File: config.mk
export PLATFORM = sky130hd
export DESIGN_NAME = track_pair_clone_judge_top
export DESIGN_NICKNAME = d
export VERILOG_FILES = /design/src/tpcj_pkg.sv /design/src/track_pair_clone_judge_top.sv /design/src/tpcj_judge.sv
export SDC_FILE = /design/constraint.sdc
export NUM_CORES = 2
export LEC_CHECK = 0
export BUFFER_PORTS_ARGS = -buffer_cell sky130_fd_sc_hd__buf_2
export CORE_UTILIZATION = 43
export DETAILED_ROUTE_END_ITERATION = 7
export GPL_TIMING_DRIVEN = 0
export MAX_ROUTING_LAYER = met4
export PLACE_DENSITY = 0.64
export SLEW_MARGIN = 15
export SYNTH_ARGS = -nofsm -noshare
export SYNTH_HDL_FRONTEND = slang
export SYNTH_SLANG_ARGS = --single-unit
File: constraint.sdc
create_clock -name clk -period 14.59 [get_ports clk]
set_input_delay 0.7295 -clock clk [delete_from_list [all_inputs] [get_ports clk]]
set_output_delay 0.7295 -clock clk [all_outputs]
set_load 0.02 [all_outputs]
File: src/tpcj_pkg.sv
// Shared types and constants for the track pair clone judge.
// Used by the judge logic, the top level and the port checker; no dependencies.
`default_nettype none

package tpcj_pkg;

  localparam int InDataW  = 144;
  localparam int OutDataW = 8;
  localparam int CfgIdxW  = 3;
  localparam int CfgDataW = 20;

  localparam logic signed [25:0] ZLimit = 26'sd1013760;

  localparam logic [1:0] KindLong       = 2'd1;
  localparam logic [1:0] KindDownstream = 2'd2;
  localparam logic [1:0] KindT          = 2'd3;

  localparam logic [CfgIdxW-1:0] RegMatchFraction = 3'd0;
  localparam logic [CfgIdxW-1:0] RegMatchLoose    = 3'd1;
  localparam logic [CfgIdxW-1:0] RegLooseEnable   = 3'd2;
  localparam logic [CfgIdxW-1:0] RegGateEnable    = 3'd3;
  localparam logic [CfgIdxW-1:0] RegXWindow       = 3'd4;
  localparam logic [CfgIdxW-1:0] RegYWindow       = 3'd5;
  localparam logic [CfgIdxW-1:0] RegTxWindow      = 3'd6;
  localparam logic [CfgIdxW-1:0] RegTyWindow      = 3'd7;

  typedef struct packed {
    logic [7:0]  hit_count;
    logic [1:0]  kind;
    logic        fitted;
    logic [17:0] chi2;
    logic        has_state;
    logic [25:0] z;
    logic [20:0] x;
    logic [20:0] y;
    logic [17:0] tx;
    logic [17:0] ty;
  } track_t;

  typedef struct packed {
    track_t     first;
    track_t     second;
    logic [7:0] shared_hits;
  } pair_t;

  typedef struct packed {
    logic [8:0]  match_fraction;
    logic [8:0]  match_fraction_loose;
    logic        loose_pair_enable;
    logic        closeness_gate_enable;
    logic [19:0] x_window;
    logic [19:0] y_window;
    logic [15:0] tx_window;
    logic [15:0] ty_window;
  } cfg_t;

  typedef struct packed {
    logic mark_second;
    logic mark_first;
    logic are_clones;
  } verdict_t;

endpackage

`default_nettype wire

File: src/track_pair_clone_judge_top.sv
// Track pair clone judge: stream ports, held first track, config registers.
// Instantiates tpcj_judge; depends on tpcj_pkg.
`default_nettype none

// Takes one beat per cycle unless a stalled result holds the pair register. A
// beat with tuser low stores a track and gives no result; a beat with tuser high
// is judged against the stored track and its verdict reaches the master side
// through the pair register and then the result register around the judge logic.
// Config writes complete in the cycle they are presented.
module track_pair_clone_judge_top
  import tpcj_pkg::*;
(
  input  wire logic                clk,
  input  wire logic                rst,
  // tdata from bit 0: shared_hits[7:0], hit_count[7:0], track_kind[1:0], is_fitted,
  // chi2_per_dof[17:0], has_beam_state, pos_z[25:0], pos_x[20:0], pos_y[20:0],
  // slope_x[17:0], slope_y[17:0], zero pad
  input  wire logic [InDataW-1:0]  s_tdata,
  input  wire logic                s_tuser,  // second_of_pair
  input  wire logic                s_tvalid,
  output logic                     s_tready,
  // tdata from bit 0: are_clones, mark_first, mark_second, zero pad
  output logic [OutDataW-1:0]      m_tdata,
  output logic                     m_tvalid,
  input  wire logic                m_tready,
  input  wire logic                cfg_valid,
  output logic                     cfg_ready,
  input  wire logic [CfgIdxW-1:0]  cfg_index,
  input  wire logic [CfgDataW-1:0] cfg_data
);

  cfg_t     cfg;
  track_t   held;
  track_t   in_track;
  pair_t    pair;
  logic     pair_valid;
  verdict_t verdict;
  logic     s_accept, out_take, pair_adv;

  assign in_track.hit_count = s_tdata[15:8];
  assign in_track.kind      = s_tdata[17:16];
  assign in_track.fitted    = s_tdata[18];
  assign in_track.chi2      = s_tdata[36:19];
  assign in_track.has_state = s_tdata[37];
  assign in_track.z         = s_tdata[63:38];
  assign in_track.x         = s_tdata[84:64];
  assign in_track.y         = s_tdata[105:85];
  assign in_track.tx        = s_tdata[123:106];
  assign in_track.ty        = s_tdata[141:124];

  assign cfg_ready = 1'b1;
  assign out_take  = !m_tvalid || m_tready;
  assign pair_adv  = pair_valid && out_take;
  assign s_tready  = !pair_valid || out_take;
  assign s_accept  = s_tvalid && s_tready;

  always_ff @(posedge clk) begin
    if (rst) begin
      cfg.match_fraction        <= 9'd179;
      cfg.match_fraction_loose  <= 9'd128;
      cfg.loose_pair_enable     <= 1'b0;
      cfg.closeness_gate_enable <= 1'b0;
      cfg.x_window              <= 20'd102400;
      cfg.y_window              <= 20'd102400;
      cfg.tx_window             <= 16'd1966;
      cfg.ty_window             <= 16'd1311;
    end else if (cfg_valid) begin
      case (cfg_index)
        RegMatchFraction: cfg.match_fraction        <= cfg_data[8:0];
        RegMatchLoose:    cfg.match_fraction_loose  <= cfg_data[8:0];
        RegLooseEnable:   cfg.loose_pair_enable     <= cfg_data[0];
        RegGateEnable:    cfg.closeness_gate_enable <= cfg_data[0];
        RegXWindow:       cfg.x_window              <= cfg_data[19:0];
        RegYWindow:       cfg.y_window              <= cfg_data[19:0];
        RegTxWindow:      cfg.tx_window             <= cfg_data[15:0];
        RegTyWindow:      cfg.ty_window             <= cfg_data[15:0];
        default: ;
      endcase
    end
  end

  always_ff @(posedge clk) begin
    if (rst) begin
      held <= '0;
    end else if (s_accept && !s_tuser) begin
      held <= in_track;
    end
  end

  // pair register snapshots the held track with the second beat
  always_ff @(posedge clk) begin
    if (rst) begin
      pair_valid <= 1'b0;
    end else if (s_accept && s_tuser) begin
      pair_valid <= 1'b1;
    end else if (pair_adv) begin
      pair_valid <= 1'b0;
    end
  end

  always_ff @(posedge clk) begin
    if (s_accept && s_tuser) begin
      pair.first       <= held;
      pair.second      <= in_track;
      pair.shared_hits <= s_tdata[7:0];
    end
  end

  tpcj_judge u_judge (
    .pair    (pair),
    .cfg     (cfg),
    .verdict (verdict)
  );

  always_ff @(posedge clk) begin
    if (rst) begin
      m_tvalid <= 1'b0;
    end else if (pair_adv) begin
      m_tvalid <= 1'b1;
    end else if (m_tready) begin
      m_tvalid <= 1'b0;
    end
  end

  always_ff @(posedge clk) begin
    if (pair_adv) begin
      m_tdata <= {{(OutDataW-3){1'b0}}, verdict.mark_second, verdict.mark_first,
                  verdict.are_clones};
    end
  end

endmodule

`default_nettype wire

File: src/tpcj_judge.sv
// Verdict logic for one track pair: closeness gate, fraction tests, loser choice.
// Combinational; depends on tpcj_pkg.
`default_nettype none

module tpcj_judge
  import tpcj_pkg::*;
(
  input  pair_t    pair,
  input  cfg_t     cfg,
  output verdict_t verdict
);

  track_t t1;
  track_t t2;
  assign t1 = pair.first;
  assign t2 = pair.second;

  logic signed [25:0] z1, z2;
  logic signed [18:0] dtx, dty, stx, sty;
  logic [18:0]        adtx, adty;
  logic signed [26:0] dz;
  logic signed [21:0] dx, dy;
  logic signed [45:0] px, py;
  logic signed [46:0] ex, ey;
  logic [46:0]        aex, aey;
  logic               tx_ok, ty_ok, x_ok, y_ok, gate_ok;
  logic [7:0]         nmin;
  logic [15:0]        shared_sc;
  logic [16:0]        thr, thr_loose;
  logic               loose_pair, clones;

  assign z1  = $signed(t1.z);
  assign z2  = $signed(t2.z);
  assign dtx = $signed({t1.tx[17], t1.tx}) - $signed({t2.tx[17], t2.tx});
  assign dty = $signed({t1.ty[17], t1.ty}) - $signed({t2.ty[17], t2.ty});
  assign stx = $signed({t1.tx[17], t1.tx}) + $signed({t2.tx[17], t2.tx});
  assign sty = $signed({t1.ty[17], t1.ty}) + $signed({t2.ty[17], t2.ty});
  assign adtx = dtx[18] ? 19'(-dtx) : 19'(dtx);
  assign adty = dty[18] ? 19'(-dty) : 19'(dty);
  assign dz  = $signed({z1[25], z1}) - $signed({z2[25], z2});
  assign dx  = $signed({t1.x[20], t1.x}) - $signed({t2.x[20], t2.x});
  assign dy  = $signed({t1.y[20], t1.y}) - $signed({t2.y[20], t2.y});

  // position difference at midpoint z, scaled by 2^17
  assign px = 46'(stx) * 46'(dz);
  assign py = 46'(sty) * 46'(dz);
  assign ex = $signed({{8{dx[21]}}, dx, 17'b0}) - $signed({px[45], px});
  assign ey = $signed({{8{dy[21]}}, dy, 17'b0}) - $signed({py[45], py});
  assign aex = ex[46] ? 47'(-ex) : 47'(ex);
  assign aey = ey[46] ? 47'(-ey) : 47'(ey);

  assign tx_ok = adtx <= {3'b0, cfg.tx_window};
  assign ty_ok = adty <= {3'b0, cfg.ty_window};
  assign x_ok  = aex <= {10'b0, cfg.x_window, 17'b0};
  assign y_ok  = aey <= {10'b0, cfg.y_window, 17'b0};

  assign gate_ok = !cfg.closeness_gate_enable || !t1.has_state || !t2.has_state ||
                   (z1 > ZLimit) || (z2 > ZLimit) || (tx_ok && ty_ok && x_ok && y_ok);

  assign nmin      = (t1.hit_count < t2.hit_count) ? t1.hit_count : t2.hit_count;
  assign shared_sc = {pair.shared_hits, 8'b0};
  assign thr       = {8'b0, cfg.match_fraction} * {9'b0, nmin};
  assign thr_loose = {8'b0, cfg.match_fraction_loose} * {9'b0, nmin};
  assign loose_pair = cfg.loose_pair_enable && (t1.kind == KindLong) &&
                      ((t2.kind == KindDownstream) || (t2.kind == KindT));

  assign clones = gate_ok && (({1'b0, shared_sc} > thr) ||
                              (loose_pair && ({1'b0, shared_sc} > thr_loose)));

  always_comb begin
    verdict = '0;
    verdict.are_clones = clones;
    if (clones) begin
      if (t1.hit_count > t2.hit_count) begin
        verdict.mark_second = 1'b1;
      end else if (t2.hit_count > t1.hit_count) begin
        verdict.mark_first = 1'b1;
      end else if (t1.fitted && t2.fitted) begin
        if (t1.chi2 < t2.chi2) begin
          verdict.mark_second = 1'b1;
        end else begin
          verdict.mark_first = 1'b1;
        end
      end else begin
        verdict.mark_second = 1'b1;
      end
    end
  end

endmodule

`default_nettype wire

==> out/metrics.yaml <==
outcome:
  status: "finished clean"
logic_synthesis:
  synth_ff_type: "edfxtp_1"
  synth_edf_count: 278
  async_flop_share_pct: 0
  synth_common_cells: "1400 x inv_1, 1186 x fa_1, 1134 x nand2_1, 646 x nor2_1, 604 x ha_1"
  synth.avg_cell_area_um2: 9.00
  synth.distinct_cells: 104
  syn_area_mm2: 0.0729
  synthCells: 8097
  yosysSeqAreaShare_pct: 17.7
  synth-seq-cells: 506
  synth_area_leaders: "fa_1 33%, edfxtp_1 11%, ha_1 10%"
  yosys.area.top_type_share_pct: 32.6
  synth_most_common_cell: "inv_1"
  synth-warning-count: 0
  yosysTopAreaCell: "fa_1"
grt:
  antenna_found_initial: 17
  first_global_vias: 60092
  grt_max_degree: 99
  track_usage_pct: 32.2
  grt_pass1_wl_mm: 391
  grt_overflow: 0
routing:
  drc: 0
  vias: 58980
  postRouteAntennaNets: 0
  drtIter0Drc: 5071
  drt_wl_total_mm: 265
  routedWlPerCell_um: 24.8
  firstDrtPassIters: 6
  routed_via_density: 5.52
setup_path:
  cpMostUsedCell: "fa_1"
  slowest_delay_ns: 0.69
  critPathLaunchType: "flop"
  r2r_end: "m_tdata[2]"
  critPathCaptureType: "flop"
  rrSetupSlack_ns: 0.46
  critPathTopFamily: "adder cells"
  worstReg2RegStart: "pair[26]"
  cp-startpoint: "pair[26]"
  path_buf_inv: 5
  cp.required_ns: 15.09
  worstSetupPathType: "reg2reg"
  rr_worst_depth: 50
  arrival_ns: 14.63
  slowest_stage: "nor4_4"
  cp_max_fo: 10
final_layout:
  area.growth.synth_to_final_pct: 11.6
  final_cells: 10679
  finish.instance_area_mm2: 0.0813
  drive_gt1_share_pct: 8.62
  fin_nets: 10385
  fill_cells: 16006
  multi_input_area_mm2: 0.0549
  regArea_mm2: 0.0129
clock_tree:
  cts_tree: "done"
  cts-root-buf: "clkbuf_16"
  clk_latency_ns: 0.68
  ctsHoldBuffers: 0
  cts_max_level: 2
  clk_path_buf_depth: 3
  clk_pin_slew_worst_paths_ns: 0.07
  cts_buffers: 53
  cts.sinks: 506
placed_design:
  gp_congestion: 1.01
  io_buffers: 171
  pre_cts_slack_ns: -3.49
  hpwl_mm: 223
  dp_cells: 10533
  post_dp_cell_area_mm2: 0.0778
timing:
  setup_viol: 0
  worst_pin_slew_ns: 1.31
  holdWs_ns: 0.249
  hold_violations: 0
  worst_slack_ns: 0.456
  period_share_pct: 96.9
  report.final.slew_viol_count: 0
  period_minus_slack_ns: 14.13
  relSlewSlack_pct: 12.4
  skew_ns: 0.0346
  fmax_mhz: 70.8
run:
  max-cap-violations: 0
worst_hold_path:
  hold_path.class: "in2reg"
  min_to: "pair[3]"
  hold_depth: 1
  min-delay-start: "s_tdata[3]"
die:
  ios: 184
  core_mm2: 0.168
  die_area_mm2: 0.171
  num_rows: 150
  die_w_um: 414
  die_height_um: 414
  start_util_pct: 43.4
## worst reg2reg max path, delay by kind of cell, from the launching register on
family                   cells  cell delay (ns)
adder cells (fa/ha/maj)     11             4.74
AO/OA/AOI/OAI               18             4.13
AND/OR/NAND/NOR             14             3.28
buffers and inverters        5             0.99
XOR/XNOR                     2             0.50
flip-flops                   1             0.36
## final cells by class
type	instances	area share, %
inverters	1400	6.48
diodes	10	0.0308
repair buffers	286	2.71
clock inverters	34	0.542
multi-input cells	5860	67.5
flip-flops and latches	506	15.9
clock buffers	64	1.71
plain buffers	315	1.80
well taps	2204	3.39
## cell usage in the layout, fill, tap and decap left out, drive strengths merged, types with 99 or more instances in the layout
cell type,instances
xnor2,237
clkbuf,322
and2,150
ha,604
fa,1186
dfxtp,228
edfxtp,278
inv,1404
a21o,99
nor2,647
a21oi,455
buf,343
o21ai,194
nand2,1134
xor2,105
## registers in the layout (all words and copies together) (netlist names)
| signal | cells |
|---|---|
| m_tdata | 3 |
| held | 134 |
| cfg | 92 |
| pair_valid | 1 |
| m_tvalid | 1 |
| pair | 275 |
## metal layers
metal / global-route usage, % / vias up / wire length (µm)
li1: - / 26447 / -
met1: 42.6 / 29723 / 111000
met2: 48.2 / 2331 / 117000
met3: 6.93 / 479 / 23800
met4: 12.7 / 0 / 12700
met5: - / - / 0
## worst max path at each step
stage                       to  slack (ns)  depth (start not counted)
floorplan           m_tdata[1]        1.65                         57
global placement    m_tdata[1]       -4.36                         39
detailed placement  m_tdata[2]       -3.49                         48
CTS                 m_tdata[2]       0.005                         60
global route        m_tdata[2]       -0.10                         57
finish              m_tdata[2]        0.46                         50
## cells by family after synthesis
logic type	count (synthesis)	synth area share, %
and+or+nand+nor	2544	15.8
muxes	19	0.273
other	2	0.0103
buffers and inverters	1735	9.00
adders and majority gates	1790	43.0
AOI/OAI and AO/OA	1159	10.2
xor gates and xnor gates	342	4.11
DFF	506	17.7
## through the flow
step | utilization (%) | TNS, ns
after floorplan | - | 0
after global placement | 45.6 | -12.98
after detailed placement | 46.4 | -10.32
after CTS | 47.9 | 0
after global routing | 48.5 | -0.160
final | 48.5 | 0
## repair_timing
item,CTS,global route
gates resized for setup,166,187
pin swaps,19,30
setup buffers,22,36
endpoints found under the setup margin,3,3
Power is not shown: default switching activity piles up to over one toggle a cycle in this logic, so the estimate is an artifact.
